**src/rtl/core/kfav_pkg.sv**
```systemverilog
`default_nettype none
package kfav_pkg;

    localparam int unsigned QW = 32;
    localparam int unsigned RW = 31;
    localparam int unsigned DIV_STEPS = 48;

    localparam logic [1:0] REQ_PREDICT = 2'd0;
    localparam logic [1:0] REQ_CORRECT = 2'd1;
    localparam logic [1:0] REQ_RESET   = 2'd2;

    localparam logic signed [QW-1:0] Q_ONE = 32'sd65536;

    localparam logic [1:0] CFG_TIME_STEP = 2'd0;
    localparam logic [1:0] CFG_ANGLE_Q   = 2'd1;
    localparam logic [1:0] CFG_RATE_Q    = 2'd2;
    localparam logic [1:0] CFG_MEAS_R    = 2'd3;

    // Datapath micro-operations, one per controller step.
    typedef enum logic [4:0] {
        OP_NOP,
        OP_LOAD_RESET,
        OP_P_X0,
        OP_P_C,
        OP_P_A1,
        OP_P_A2,
        OP_P_A3,
        OP_P_RATE,
        OP_C_S,
        OP_C_Y,
        OP_DIV0_START,
        OP_DIV0_END,
        OP_DIV1_START,
        OP_DIV1_END,
        OP_C_X0,
        OP_C_X1,
        OP_C_P11,
        OP_C_P01,
        OP_C_P00,
        OP_CLEAR_FLAG
    } op_t;

    typedef struct packed {
        op_t op;
        logic mul_start;
    } dp_cmd_t;

    typedef struct packed {
        logic div_busy;
    } dp_sts_t;

    function automatic logic signed [QW-1:0] sat64(input logic signed [65:0] v,
                                                    output logic clip);
        if (v > 66'sh0_7FFF_FFFF) begin
            clip = 1'b1;
            return 32'sh7FFF_FFFF;
        end else if (v < -66'sh0_8000_0000) begin
            clip = 1'b1;
            return 32'sh8000_0000;
        end
        clip = 1'b0;
        return v[QW-1:0];
    endfunction

endpackage
`default_nettype wire

```
**src/rtl/core/kfav_div.sv**
```systemverilog
`default_nettype none
// Restoring divider, one quotient bit per cycle: q = (mag*2^16 + d/2) / d.
module kfav_div (
    input  wire logic                      aclk,
    input  wire logic                      aresetn,
    input  wire logic                      start,
    input  wire logic signed [31:0]        num,
    input  wire logic signed [31:0]        den,
    output logic                           busy,
    output logic signed [31:0]             quot,
    output logic                           clip
);
    logic [47:0] dvd_reg, dvd_next;
    logic [47:0] q_reg, q_next;
    logic [32:0] rem_reg, rem_next;
    logic [31:0] d_reg, d_next;
    logic        neg_reg, neg_next;
    logic [5:0]  cnt_reg, cnt_next;
    logic        busy_reg, busy_next;
    logic [32:0] mag;
    logic [47:0] numer;
    logic [33:0] trial;
    logic signed [65:0] sq;

    always_comb begin
        mag = num[31] ? (33'd0 - {num[31], num}) : {1'b0, num};
        numer = {mag[31:0], 16'd0} + {17'd0, den[31:1]};
        dvd_next = dvd_reg;
        q_next = q_reg;
        rem_next = rem_reg;
        d_next = d_reg;
        neg_next = neg_reg;
        cnt_next = cnt_reg;
        busy_next = busy_reg;
        trial = {rem_reg, dvd_reg[47]} - {2'b0, d_reg};
        if (start) begin
            // mag up to 2^31 shifted by 16 still fits in 48 bits; rem takes mag[32] as carry bit
            dvd_next = numer;
            q_next = '0;
            rem_next = {32'd0, (mag[32] | (mag[31] & 1'b0))};
            d_next = den;
            neg_next = num[31];
            cnt_next = 6'(kfav_pkg::DIV_STEPS);
            busy_next = 1'b1;
        end else if (busy_reg) begin
            dvd_next = {dvd_reg[46:0], 1'b0};
            if (!trial[33]) begin
                rem_next = trial[32:0];
                q_next = {q_reg[46:0], 1'b1};
            end else begin
                rem_next = {rem_reg[31:0], dvd_reg[47]};
                q_next = {q_reg[46:0], 1'b0};
            end
            cnt_next = cnt_reg - 6'd1;
            if (cnt_reg == 6'd1) busy_next = 1'b0;
        end
        sq = neg_reg ? -$signed({18'd0, q_reg}) : $signed({18'd0, q_reg});
        quot = kfav_pkg::sat64(sq, clip);
    end

    always_ff @(posedge aclk) begin
        if (!aresetn) begin
            busy_reg <= 1'b0;
            cnt_reg <= '0;
        end else begin
            busy_reg <= busy_next;
            cnt_reg <= cnt_next;
        end
        dvd_reg <= dvd_next;
        q_reg <= q_next;
        rem_reg <= rem_next;
        d_reg <= d_next;
        neg_reg <= neg_next;
    end

    assign busy = busy_reg;
endmodule
`default_nettype wire

```
**src/rtl/core/kfav_datapath.sv**
```systemverilog
`default_nettype none
module kfav_datapath (
    input  wire logic                 aclk,
    input  wire logic                 aresetn,
    input  wire kfav_pkg::dp_cmd_t    cmd,
    input  wire logic signed [31:0]   z,
    input  wire logic [30:0]          dt,
    input  wire logic [30:0]          q00,
    input  wire logic [30:0]          q11,
    input  wire logic [30:0]          r,
    output kfav_pkg::dp_sts_t         sts,
    output logic signed [31:0]        angle,
    output logic                      flag
);
    logic signed [31:0] x0_reg, x1_reg, p00_reg, p01_reg, p11_reg;
    logic signed [31:0] s_reg, y_reg, k0_reg, k1_reg, t_reg;
    logic signed [31:0] o00_reg, o01_reg;
    logic signed [63:0] prod_reg;
    logic signed [31:0] ma, mb, mq, sum;
    logic signed [31:0] a_in, b_in;
    logic signed [63:0] prod_next;
    logic signed [65:0] pr, ex;
    logic               flag_reg, c_mul, c_sum, c_div;
    logic               div_start, div_busy;
    logic signed [31:0] div_num, div_q;
    logic               sub;

    kfav_div u_div (
        .aclk(aclk), .aresetn(aresetn), .start(div_start), .num(div_num),
        .den(s_reg), .busy(div_busy), .quot(div_q), .clip(c_div)
    );

    // Multiplier operands per op; product is registered in the cycle before use.
    always_comb begin
        ma = 32'sd0;
        mb = 32'sd0;
        unique case (cmd.op)
            kfav_pkg::OP_P_X0:  begin ma = {1'b0, dt}; mb = x1_reg; end
            kfav_pkg::OP_P_C:   begin ma = {1'b0, dt}; mb = p11_reg; end
            kfav_pkg::OP_P_A1:  begin ma = {1'b0, dt}; mb = p01_reg; end
            kfav_pkg::OP_P_A2:  begin ma = {1'b0, dt}; mb = t_reg; end
            kfav_pkg::OP_C_X0:  begin ma = k0_reg; mb = y_reg; end
            kfav_pkg::OP_C_X1:  begin ma = k1_reg; mb = y_reg; end
            kfav_pkg::OP_C_P11: begin ma = k1_reg; mb = o01_reg; end
            kfav_pkg::OP_C_P01: begin ma = k0_reg; mb = o01_reg; end
            kfav_pkg::OP_C_P00: begin ma = k0_reg; mb = o00_reg; end
            default: ;
        endcase
        prod_next = ma * mb;
        pr = ($signed({{2{prod_reg[63]}}, prod_reg}) + 66'sd32768) >>> 16;
        mq = kfav_pkg::sat64(pr, c_mul);
        a_in = 32'sd0;
        b_in = mq;
        sub = 1'b0;
        unique case (cmd.op)
            kfav_pkg::OP_P_X0:  a_in = x0_reg;
            kfav_pkg::OP_P_C:   a_in = p01_reg;
            kfav_pkg::OP_P_A1:  a_in = p00_reg;
            kfav_pkg::OP_P_A2:  a_in = p00_reg;
            kfav_pkg::OP_P_A3:  begin a_in = p00_reg; b_in = {1'b0, q00}; end
            kfav_pkg::OP_P_RATE: begin a_in = p11_reg; b_in = {1'b0, q11}; end
            kfav_pkg::OP_C_S:   begin a_in = p00_reg; b_in = {1'b0, r}; end
            kfav_pkg::OP_C_Y:   begin a_in = z; b_in = x0_reg; sub = 1'b1; end
            kfav_pkg::OP_C_X0:  a_in = x0_reg;
            kfav_pkg::OP_C_X1:  a_in = x1_reg;
            kfav_pkg::OP_C_P11: begin a_in = p11_reg; sub = 1'b1; end
            kfav_pkg::OP_C_P01: begin a_in = o01_reg; sub = 1'b1; end
            kfav_pkg::OP_C_P00: begin a_in = o00_reg; sub = 1'b1; end
            default: ;
        endcase
        ex = sub ? (66'(a_in) - 66'(b_in)) : (66'(a_in) + 66'(b_in));
        sum = kfav_pkg::sat64(ex, c_sum);
        div_start = (cmd.op == kfav_pkg::OP_DIV0_START) || (cmd.op == kfav_pkg::OP_DIV1_START);
        div_num = (cmd.op == kfav_pkg::OP_DIV0_START) ? p00_reg : p01_reg;
    end

    always_ff @(posedge aclk) begin
        if (!aresetn) begin
            x0_reg <= '0; x1_reg <= '0;
            p00_reg <= kfav_pkg::Q_ONE; p01_reg <= '0; p11_reg <= kfav_pkg::Q_ONE;
            flag_reg <= 1'b0;
        end else begin
            // mul_start: operands presented; the sum uses the product next cycle
            if (cmd.mul_start) begin
                prod_reg <= prod_next;
            end else begin
                unique case (cmd.op)
                    kfav_pkg::OP_CLEAR_FLAG: flag_reg <= 1'b0;
                    kfav_pkg::OP_LOAD_RESET: begin
                        x0_reg <= z; x1_reg <= '0; p00_reg <= kfav_pkg::Q_ONE;
                        p01_reg <= '0; p11_reg <= kfav_pkg::Q_ONE;
                    end
                    kfav_pkg::OP_P_X0: begin
                        x0_reg <= sum; flag_reg <= flag_reg | c_mul | c_sum;
                    end
                    kfav_pkg::OP_P_C: begin
                        t_reg <= sum; flag_reg <= flag_reg | c_mul | c_sum;
                    end
                    kfav_pkg::OP_P_A1, kfav_pkg::OP_P_A2: begin
                        p00_reg <= sum; flag_reg <= flag_reg | c_mul | c_sum;
                    end
                    kfav_pkg::OP_P_A3: begin
                        p00_reg <= sum; p01_reg <= t_reg; flag_reg <= flag_reg | c_sum;
                    end
                    kfav_pkg::OP_P_RATE: begin
                        p11_reg <= sum; flag_reg <= flag_reg | c_sum;
                    end
                    kfav_pkg::OP_C_S: begin
                        s_reg <= (sum <= 32'sd0) ? 32'sd1 : sum;
                        flag_reg <= flag_reg | c_sum;
                        o00_reg <= p00_reg; o01_reg <= p01_reg;
                    end
                    kfav_pkg::OP_C_Y: begin
                        y_reg <= sum; flag_reg <= flag_reg | c_sum;
                    end
                    kfav_pkg::OP_DIV0_END: begin
                        k0_reg <= div_q; flag_reg <= flag_reg | c_div;
                    end
                    kfav_pkg::OP_DIV1_END: begin
                        k1_reg <= div_q; flag_reg <= flag_reg | c_div;
                    end
                    kfav_pkg::OP_C_X0: begin
                        x0_reg <= sum; flag_reg <= flag_reg | c_mul | c_sum;
                    end
                    kfav_pkg::OP_C_X1: begin
                        x1_reg <= sum; flag_reg <= flag_reg | c_mul | c_sum;
                    end
                    kfav_pkg::OP_C_P11: begin
                        p11_reg <= sum; flag_reg <= flag_reg | c_mul | c_sum;
                    end
                    kfav_pkg::OP_C_P01: begin
                        p01_reg <= sum; flag_reg <= flag_reg | c_mul | c_sum;
                    end
                    kfav_pkg::OP_C_P00: begin
                        p00_reg <= sum; flag_reg <= flag_reg | c_mul | c_sum;
                    end
                    default: ;
                endcase
            end
        end
    end

    assign sts.div_busy = div_busy;
    assign angle = x0_reg;
    assign flag = flag_reg;
endmodule
`default_nettype wire

```
**src/rtl/core/kfav_ctrl.sv**
```systemverilog
`default_nettype none
module kfav_ctrl (
    input  wire logic               aclk,
    input  wire logic               aresetn,
    input  wire logic               in_fire,
    input  wire logic [1:0]         req,
    input  wire logic               out_free,
    input  wire kfav_pkg::dp_sts_t  sts,
    output kfav_pkg::dp_cmd_t       cmd,
    output logic                    busy,
    output logic                    done
);
    typedef enum logic [3:0] {
        S_IDLE = 4'b0001,
        S_MUL  = 4'b0010,
        S_EXEC = 4'b0100,
        S_WAIT = 4'b1000
    } state_t;

    state_t state_reg, state_next;
    kfav_pkg::op_t op_reg, op_next;
    logic corr_reg, corr_next;
    logic mul_op;

    always_comb begin
        mul_op = (op_reg == kfav_pkg::OP_P_X0) || (op_reg == kfav_pkg::OP_P_C) ||
                 (op_reg == kfav_pkg::OP_P_A1) || (op_reg == kfav_pkg::OP_P_A2) ||
                 (op_reg == kfav_pkg::OP_C_X0) || (op_reg == kfav_pkg::OP_C_X1) ||
                 (op_reg == kfav_pkg::OP_C_P11) || (op_reg == kfav_pkg::OP_C_P01) ||
                 (op_reg == kfav_pkg::OP_C_P00);
        state_next = state_reg;
        op_next = op_reg;
        corr_next = corr_reg;
        done = 1'b0;
        cmd.op = kfav_pkg::OP_NOP;
        cmd.mul_start = 1'b0;
        unique case (state_reg)
            S_IDLE: begin
                if (in_fire) begin
                    cmd.op = kfav_pkg::OP_CLEAR_FLAG;
                    corr_next = (req == kfav_pkg::REQ_CORRECT);
                    op_next = (req == kfav_pkg::REQ_RESET) ? kfav_pkg::OP_LOAD_RESET
                                                            : kfav_pkg::OP_P_X0;
                    state_next = (req == kfav_pkg::REQ_RESET) ? S_EXEC : S_MUL;
                end
            end
            S_MUL: begin
                cmd.op = op_reg;
                cmd.mul_start = 1'b1;
                state_next = S_EXEC;
            end
            S_EXEC: begin
                cmd.op = op_reg;
                state_next = S_MUL;
                unique case (op_reg)
                    kfav_pkg::OP_LOAD_RESET: begin done = 1'b1; state_next = S_IDLE; end
                    kfav_pkg::OP_P_X0: op_next = kfav_pkg::OP_P_C;
                    kfav_pkg::OP_P_C:  op_next = kfav_pkg::OP_P_A1;
                    kfav_pkg::OP_P_A1: op_next = kfav_pkg::OP_P_A2;
                    kfav_pkg::OP_P_A2: begin op_next = kfav_pkg::OP_P_A3; state_next = S_EXEC; end
                    kfav_pkg::OP_P_A3: begin op_next = kfav_pkg::OP_P_RATE; state_next = S_EXEC; end
                    kfav_pkg::OP_P_RATE: begin
                        if (corr_reg) begin
                            op_next = kfav_pkg::OP_C_S; state_next = S_EXEC;
                        end else begin
                            done = 1'b1; state_next = S_IDLE;
                        end
                    end
                    kfav_pkg::OP_C_S: begin op_next = kfav_pkg::OP_C_Y; state_next = S_EXEC; end
                    kfav_pkg::OP_C_Y: begin op_next = kfav_pkg::OP_DIV0_START; state_next = S_EXEC; end
                    kfav_pkg::OP_DIV0_START: begin
                        op_next = kfav_pkg::OP_DIV0_END; state_next = S_WAIT;
                    end
                    kfav_pkg::OP_DIV0_END: begin
                        op_next = kfav_pkg::OP_DIV1_START; state_next = S_EXEC;
                    end
                    kfav_pkg::OP_DIV1_START: begin
                        op_next = kfav_pkg::OP_DIV1_END; state_next = S_WAIT;
                    end
                    kfav_pkg::OP_DIV1_END: op_next = kfav_pkg::OP_C_X0;
                    kfav_pkg::OP_C_X0:  op_next = kfav_pkg::OP_C_X1;
                    kfav_pkg::OP_C_X1:  op_next = kfav_pkg::OP_C_P11;
                    kfav_pkg::OP_C_P11: op_next = kfav_pkg::OP_C_P01;
                    kfav_pkg::OP_C_P01: op_next = kfav_pkg::OP_C_P00;
                    kfav_pkg::OP_C_P00: begin done = 1'b1; state_next = S_IDLE; end
                    default: state_next = S_IDLE;
                endcase
            end
            S_WAIT: begin
                if (!sts.div_busy) state_next = S_EXEC;
            end
            default: state_next = S_IDLE;
        endcase
    end

    always_ff @(posedge aclk) begin
        if (!aresetn) begin
            state_reg <= S_IDLE;
            op_reg <= kfav_pkg::OP_NOP;
            corr_reg <= 1'b0;
        end else begin
            state_reg <= state_next;
            op_reg <= op_next;
            corr_reg <= corr_next;
        end
    end

    assign busy = (state_reg != S_IDLE) || !out_free;

`ifndef SYNTHESIS
    a_mul_then_exec: assert property (@(posedge aclk) disable iff (!aresetn)
        state_reg == S_MUL |=> state_reg == S_EXEC) else $error("mul step not followed");
    a_mul_op: assert property (@(posedge aclk) disable iff (!aresetn)
        state_reg == S_MUL |-> mul_op) else $error("mul step without product");
    a_done_idle: assert property (@(posedge aclk) disable iff (!aresetn)
        done |=> state_reg == S_IDLE) else $error("done outside end of item");
`endif
endmodule
`default_nettype wire

```
**src/rtl/core/kalman_filter_angle_velocity.sv**
```systemverilog
`default_nettype none
// Two-state (angle, rate) Kalman filter, constant-velocity model, Q16.16.
// Input stream s_*: one word per request. s_axis_tdata[31:0] holds the
// sample angle; s_axis_tuser[1:0] holds the request kind (predict,
// predict and correct, reset to angle; code 3 acts as predict).
// Output stream m_*: one word per request. m_axis_tdata[31:0] holds the
// filtered angle; m_axis_tuser[0] is set when any value clipped.
// Configuration: cfg_we, cfg_index, cfg_wdata write dt, angle noise,
// rate noise and measurement noise; write only while idle.
// A predict-and-correct request runs the 48-step restoring divider twice,
// once for each of the two gains, and every product goes through the
// single shared multiplier, each product registered.
// One request is processed at a time; s_axis_tready drops from acceptance
// until the result word has left the output register.
// Reset (aresetn low, synchronous) restores default registers, zero
// estimates and unit covariance, and empties the output register.
// When the receiver stalls, hold the result word; no new word is taken.
module kalman_filter_angle_velocity (
    input  wire logic        aclk,
    input  wire logic        aresetn,
    input  wire logic        s_axis_tvalid,
    output logic             s_axis_tready,
    input  wire logic [31:0] s_axis_tdata,  // [31:0] sample_value
    input  wire logic [1:0]  s_axis_tuser,  // [1:0] req_type
    output logic             m_axis_tvalid,
    input  wire logic        m_axis_tready,
    output logic [31:0]      m_axis_tdata,  // [31:0] filtered_angle
    output logic             m_axis_tuser,  // [0] saturated
    input  wire logic        cfg_we,
    input  wire logic [1:0]  cfg_index,
    input  wire logic [30:0] cfg_wdata
);
    logic [30:0] dt_reg, q00_reg, q11_reg, r_reg;
    logic signed [31:0] z_reg;
    logic [31:0] out_data_reg;
    logic out_user_reg, out_valid_reg;
    logic in_fire, busy, done, flag;
    logic done_d_reg;
    logic signed [31:0] angle;
    kfav_pkg::dp_cmd_t cmd;
    kfav_pkg::dp_sts_t sts;

    assign in_fire = s_axis_tvalid && s_axis_tready;
    assign s_axis_tready = !busy;

    // Configuration registers; zero measurement noise is stored as one LSB.
    always_ff @(posedge aclk) begin
        if (!aresetn) begin
            dt_reg <= 31'd2185;
            q00_reg <= 31'd655;
            q11_reg <= 31'd6554;
            r_reg <= 31'd327680;
        end else if (cfg_we) begin
            unique case (cfg_index)
                kfav_pkg::CFG_TIME_STEP: dt_reg <= cfg_wdata;
                kfav_pkg::CFG_ANGLE_Q:   q00_reg <= cfg_wdata;
                kfav_pkg::CFG_RATE_Q:    q11_reg <= cfg_wdata;
                kfav_pkg::CFG_MEAS_R:    r_reg <= (cfg_wdata == 31'd0) ? 31'd1 : cfg_wdata;
                default: ;
            endcase
        end
    end

    // Latch the sample word for the whole request.
    always_ff @(posedge aclk) begin
        if (in_fire) z_reg <= s_axis_tdata;
    end

    // The output side counts as occupied from done until the word is taken.
    kfav_ctrl u_ctrl (
        .aclk(aclk), .aresetn(aresetn), .in_fire(in_fire), .req(s_axis_tuser),
        .out_free(!(out_valid_reg || done_d_reg)), .sts(sts), .cmd(cmd), .busy(busy),
        .done(done)
    );

    kfav_datapath u_dp (
        .aclk(aclk), .aresetn(aresetn), .cmd(cmd), .z(z_reg), .dt(dt_reg),
        .q00(q00_reg), .q11(q11_reg), .r(r_reg), .sts(sts), .angle(angle), .flag(flag)
    );

    // Output register: raise valid together with the data load, hold until
    // the receiver takes the word.
    always_ff @(posedge aclk) begin
        if (!aresetn) begin
            out_valid_reg <= 1'b0;
        end else if (done_d_reg) begin
            out_valid_reg <= 1'b1;
        end else if (m_axis_tready) begin
            out_valid_reg <= 1'b0;
        end
    end

    assign m_axis_tvalid = out_valid_reg;
    assign m_axis_tdata = out_data_reg;
    assign m_axis_tuser = out_user_reg;

    // Result appears in state registers in the cycle after done, so load late.
    always_ff @(posedge aclk) begin
        if (!aresetn) done_d_reg <= 1'b0;
        else done_d_reg <= done;
    end
    always_ff @(posedge aclk) begin
        if (done_d_reg) begin
            out_data_reg <= angle;
            out_user_reg <= flag;
        end
    end

`ifndef SYNTHESIS
    a_no_accept_busy: assert property (@(posedge aclk) disable iff (!aresetn)
        out_valid_reg |-> !s_axis_tready) else $error("word taken while result pending");
    a_done_loads: assert property (@(posedge aclk) disable iff (!aresetn)
        done_d_reg |=> out_valid_reg) else $error("result not presented");
`endif
endmodule
`default_nettype wire

```
**config.mk**
```make
export PLATFORM = sky130hd
export DESIGN_NAME = kalman_filter_angle_velocity
export DESIGN_NICKNAME = d
export VERILOG_FILES = /design/src/rtl/core/kfav_pkg.sv /design/src/rtl/core/kfav_div.sv /design/src/rtl/core/kfav_datapath.sv /design/src/rtl/core/kfav_ctrl.sv /design/src/rtl/core/kalman_filter_angle_velocity.sv
export SDC_FILE = /design/constraint.sdc
export NUM_CORES = 2
export LEC_CHECK = 0
export ABC_AREA = 1
export BUFFER_PORTS_ARGS = -buffer_cell sky130_fd_sc_hd__buf_4
export CORE_MARGIN = 3
export CORE_UTILIZATION = 45
export DETAILED_ROUTE_END_ITERATION = 8
export GPL_TIMING_DRIVEN = 0
export HOLD_SLACK_MARGIN = 0.15
export PLACE_DENSITY = 0.68
export RECOVER_POWER = 100
export SLEW_MARGIN = 10
export SYNTH_ARGS = -nofsm -noshare
export SYNTH_HDL_FRONTEND = slang
export SYNTH_SLANG_ARGS = --single-unit
```
**constraint.sdc**
```tcl
create_clock -name aclk -period 16.6 [get_ports aclk]
set_input_delay 3.32 -clock aclk [delete_from_list [all_inputs] [get_ports aclk]]
set_output_delay 3.32 -clock aclk [all_outputs]
set_load 0.02 [all_outputs]
```
==> impl_metrics.env <==
export IMPL_slowest_stage="clkbuf_1"
export IMPL_ys_types=68
export IMPL_ys_flop_type="edfxtp_1"
export IMPL_syn_inst=9536
export IMPL_row_count=152
export IMPL_grt_usage=0.357
export IMPL_worstPathMaxFanout=10
export IMPL_worst_pin_slew_ps=2490
export IMPL_fillers=16830
export IMPL_fin_cells=12150
export IMPL_root_buffer="clkbuf_16"
export IMPL_die_h_um=423
export IMPL_htree_levels=3
export IMPL_cts_tree="yes"
export IMPL_synth_edff_count=420
export IMPL_antenna_found_initial=23
export IMPL_pin_count=107
export IMPL_viasPerCell=5.71
export IMPL_clkTransAtPathRegs_ps=70
export IMPL_crit_buf_inv=11
export IMPL_dp_cells=11975
export IMPL_vias=69351
export IMPL_postSynth_asyncResetShare=0
export IMPL_finalNetCount=11170
export IMPL_numClockSinks=804
export IMPL_drc=0
export IMPL_finalWirelength_um=323000
export IMPL_outcome="complete, but fails checks"
export IMPL_critPathKind="input port to flop"
export IMPL_endpoint_kind="flop"
export IMPL_place_area_sq_um=82500
export IMPL_fin_skew_ps=42.7
export IMPL_clk_latency_ps=720
export IMPL_setup_viol=0
export IMPL_fp_dieArea_sq_um=179000
export IMPL_cts_resized=0
export IMPL_place_gp_congestion=1.05
export IMPL_ys_ff_latch=804
export IMPL_io_buffers=105
export IMPL_die_width_um=423
export IMPL_violations="max-capacitance violations, max-slew violations"
export IMPL_finalCritPeriodShare=0.970
export IMPL_post_dp_hpwl_um=264000
export IMPL_syn_to_final_growth_pct=8.31
export IMPL_cts_buffer_depth=3
export IMPL_critPathLaunchType="input port"
export IMPL_slew_headroom=-0.677
export IMPL_arrival_ps=16550
export IMPL_grt_pass1_vias=67534
export IMPL_ant_nets=0
export IMPL_fin_area_sq_um=84700
export IMPL_core_sq_um=172000
export IMPL_synth_seq_area_share=0.259
export IMPL_post_cts_setup_buffers=0
export IMPL_synth_area_sq_um=78200
export IMPL_setup_tns_ps=0
export IMPL_drive_gt1_frac=0.0317
export IMPL_utilization=0.492
export IMPL_largest_reg_flops=49
export IMPL_drt_iter0_markers=8734
export IMPL_slew_viol_final=364
export IMPL_firstDrtPassIters=6
export IMPL_reg2reg_from="done_d_reg$_SDFF_PN0_"
export IMPL_crit_start="s_axis_tvalid"
export IMPL_overflow=0
export IMPL_wire_per_inst_um=26.6
export IMPL_min_path_type="flop to flop"
export IMPL_cp_data_required_time_ps=17050
export IMPL_max_cap_violations=18
export IMPL_start_util=0.455
export IMPL_avgSynthCellArea_sq_um=8.20
export IMPL_grt_pass1_wl_um=463000
export IMPL_rsz0062_at_grt="false"
export IMPL_grt_start_max_net_pins=37
export IMPL_yosys_warnings=0
export IMPL_ctsHoldBuffers=0
export IMPL_critPathTopFamily="adder cells"
export IMPL_cpPeakStageDelay_ps=1070
export IMPL_hold_violations=0
export IMPL_timing_fmax_mhz=62.1
export IMPL_hold_start="u_dp.s_reg[0]$_SDFFCE_PP1P_"
export IMPL_cts_buffers=81
export IMPL_synth_nets=10957
export IMPL_min_period_ps=16100
-- area by class of cell --
class / instances / area (sq um) / share of cell area
inverters: 2002 / 7520 / 0.0887
well taps: 2310 / 2890 / 0.0341
clock buffers: 104 / 2240 / 0.0264
plain buffers: 419 / 1640 / 0.0194
repair buffers: 130 / 831 / 0.00980
flip-flops and latches: 804 / 20300 / 0.240
multi-input cells: 6311 / 48800 / 0.575
clock inverters: 48 / 504 / 0.00595
diodes: 22 / 55.1 / 0.000650
-- cells in the final DEF (no fill, tap or decap), drive strengths merged, types with 68 or more instances in the layout --
cell | synthesis | final
a21oi | 515 | 515
a221oi | 68 | 68
buf | 66 | 102
clkbuf | 353 | 551
dfxtp | 384 | 384
edfxtp | 420 | 420
fa | 1084 | 1084
ha | 265 | 265
inv | 1996 | 2000
nand2 | 2460 | 2460
nand3 | 164 | 164
nand4 | 81 | 81
nor2 | 521 | 521
o21ai | 413 | 413
xnor2 | 74 | 74
xor2 | 209 | 209
-- cells in the mapped netlist, drive strengths merged, types with 9 or more instances --
| master | count | share of area |
|---|---|---|
| o211ai | 36 | 0.0035 |
| xor2 | 209 | 0.023 |
| a221oi | 68 | 0.0076 |
| a211oi | 14 | 0.0013 |
| fa | 1084 | 0.28 |
| nand3 | 164 | 0.011 |
| inv | 1996 | 0.096 |
| nand4 | 81 | 0.0068 |
| a22o | 26 | 0.0029 |
| o21ai | 413 | 0.027 |
| o221ai | 11 | 0.0012 |
| nand3b | 9 | 0.00091 |
| clkbuf | 353 | 0.017 |
| edfxtp | 420 | 0.16 |
| nand2 | 2460 | 0.12 |
| a22oi | 60 | 0.0058 |
| a31oi | 55 | 0.0044 |
| a21oi | 515 | 0.033 |
| buf | 66 | 0.0045 |
| nor4 | 24 | 0.0019 |
| o2111ai | 26 | 0.0029 |
| nor2 | 521 | 0.026 |
| o21a | 17 | 0.0016 |
| o22ai | 57 | 0.0046 |
| ha | 265 | 0.042 |
| dfxtp | 384 | 0.098 |
| nor3 | 49 | 0.0033 |
| o31ai | 10 | 0.00096 |
| xnor2 | 74 | 0.0083 |
-- metal layers --
metal / vias up / track usage / share of wire
met4: 20 / 0.182 / 0.063
li1: 29941 / - / -
met3: 936 / 0.113 / 0.12
met5: - / 0.00376 / 0.00063
met1: 34369 / 0.471 / 0.39
met2: 4085 / 0.526 / 0.42
-- cell families (layout without fill, tap and decap cells) --
| family | Yosys count | in the layout | share of synthesized area |
|---|---|---|---|
| AOI/OAI and AO/OA | 1352 | 1352 | 0.101 |
| xor gates and xnor gates | 283 | 283 | 0.0317 |
| adders and majority gates | 1349 | 1349 | 0.320 |
| buffers and inverters | 2421 | 2703 | 0.118 |
| DFF | 804 | 804 | 0.259 |
| muxes | 1 | 1 | 0.000128 |
| other | 1 | 23 | 0.0000479 |
| and+or+nand+nor | 3325 | 3325 | 0.170 |
-- through the flow --
stage | hold slack [ps] | setup slack [ps]
final | 444 | 501
after global routing | 455 | 474
after CTS | 438 | 1530
after global placement | 412 | 107
after floorplan | 400 | 4110
after detailed placement | 424 | 807
-- worst paths after layout --
kind,cells after the start,slack (ps),to
setup / recovery,37,500,u_dp.prod_reg[47]$_DFFE_PP_
hold / removal,0,440,u_dp.u_div.d_reg[0]$_DFFE_PN_
setup reg to reg,37,1660,u_dp.prod_reg[47]$_DFFE_PP_
hold reg to reg,0,440,u_dp.u_div.d_reg[0]$_DFFE_PN_
Power is not shown: default switching activity piles up to over one toggle a cycle in this logic, so the estimate is an artifact.
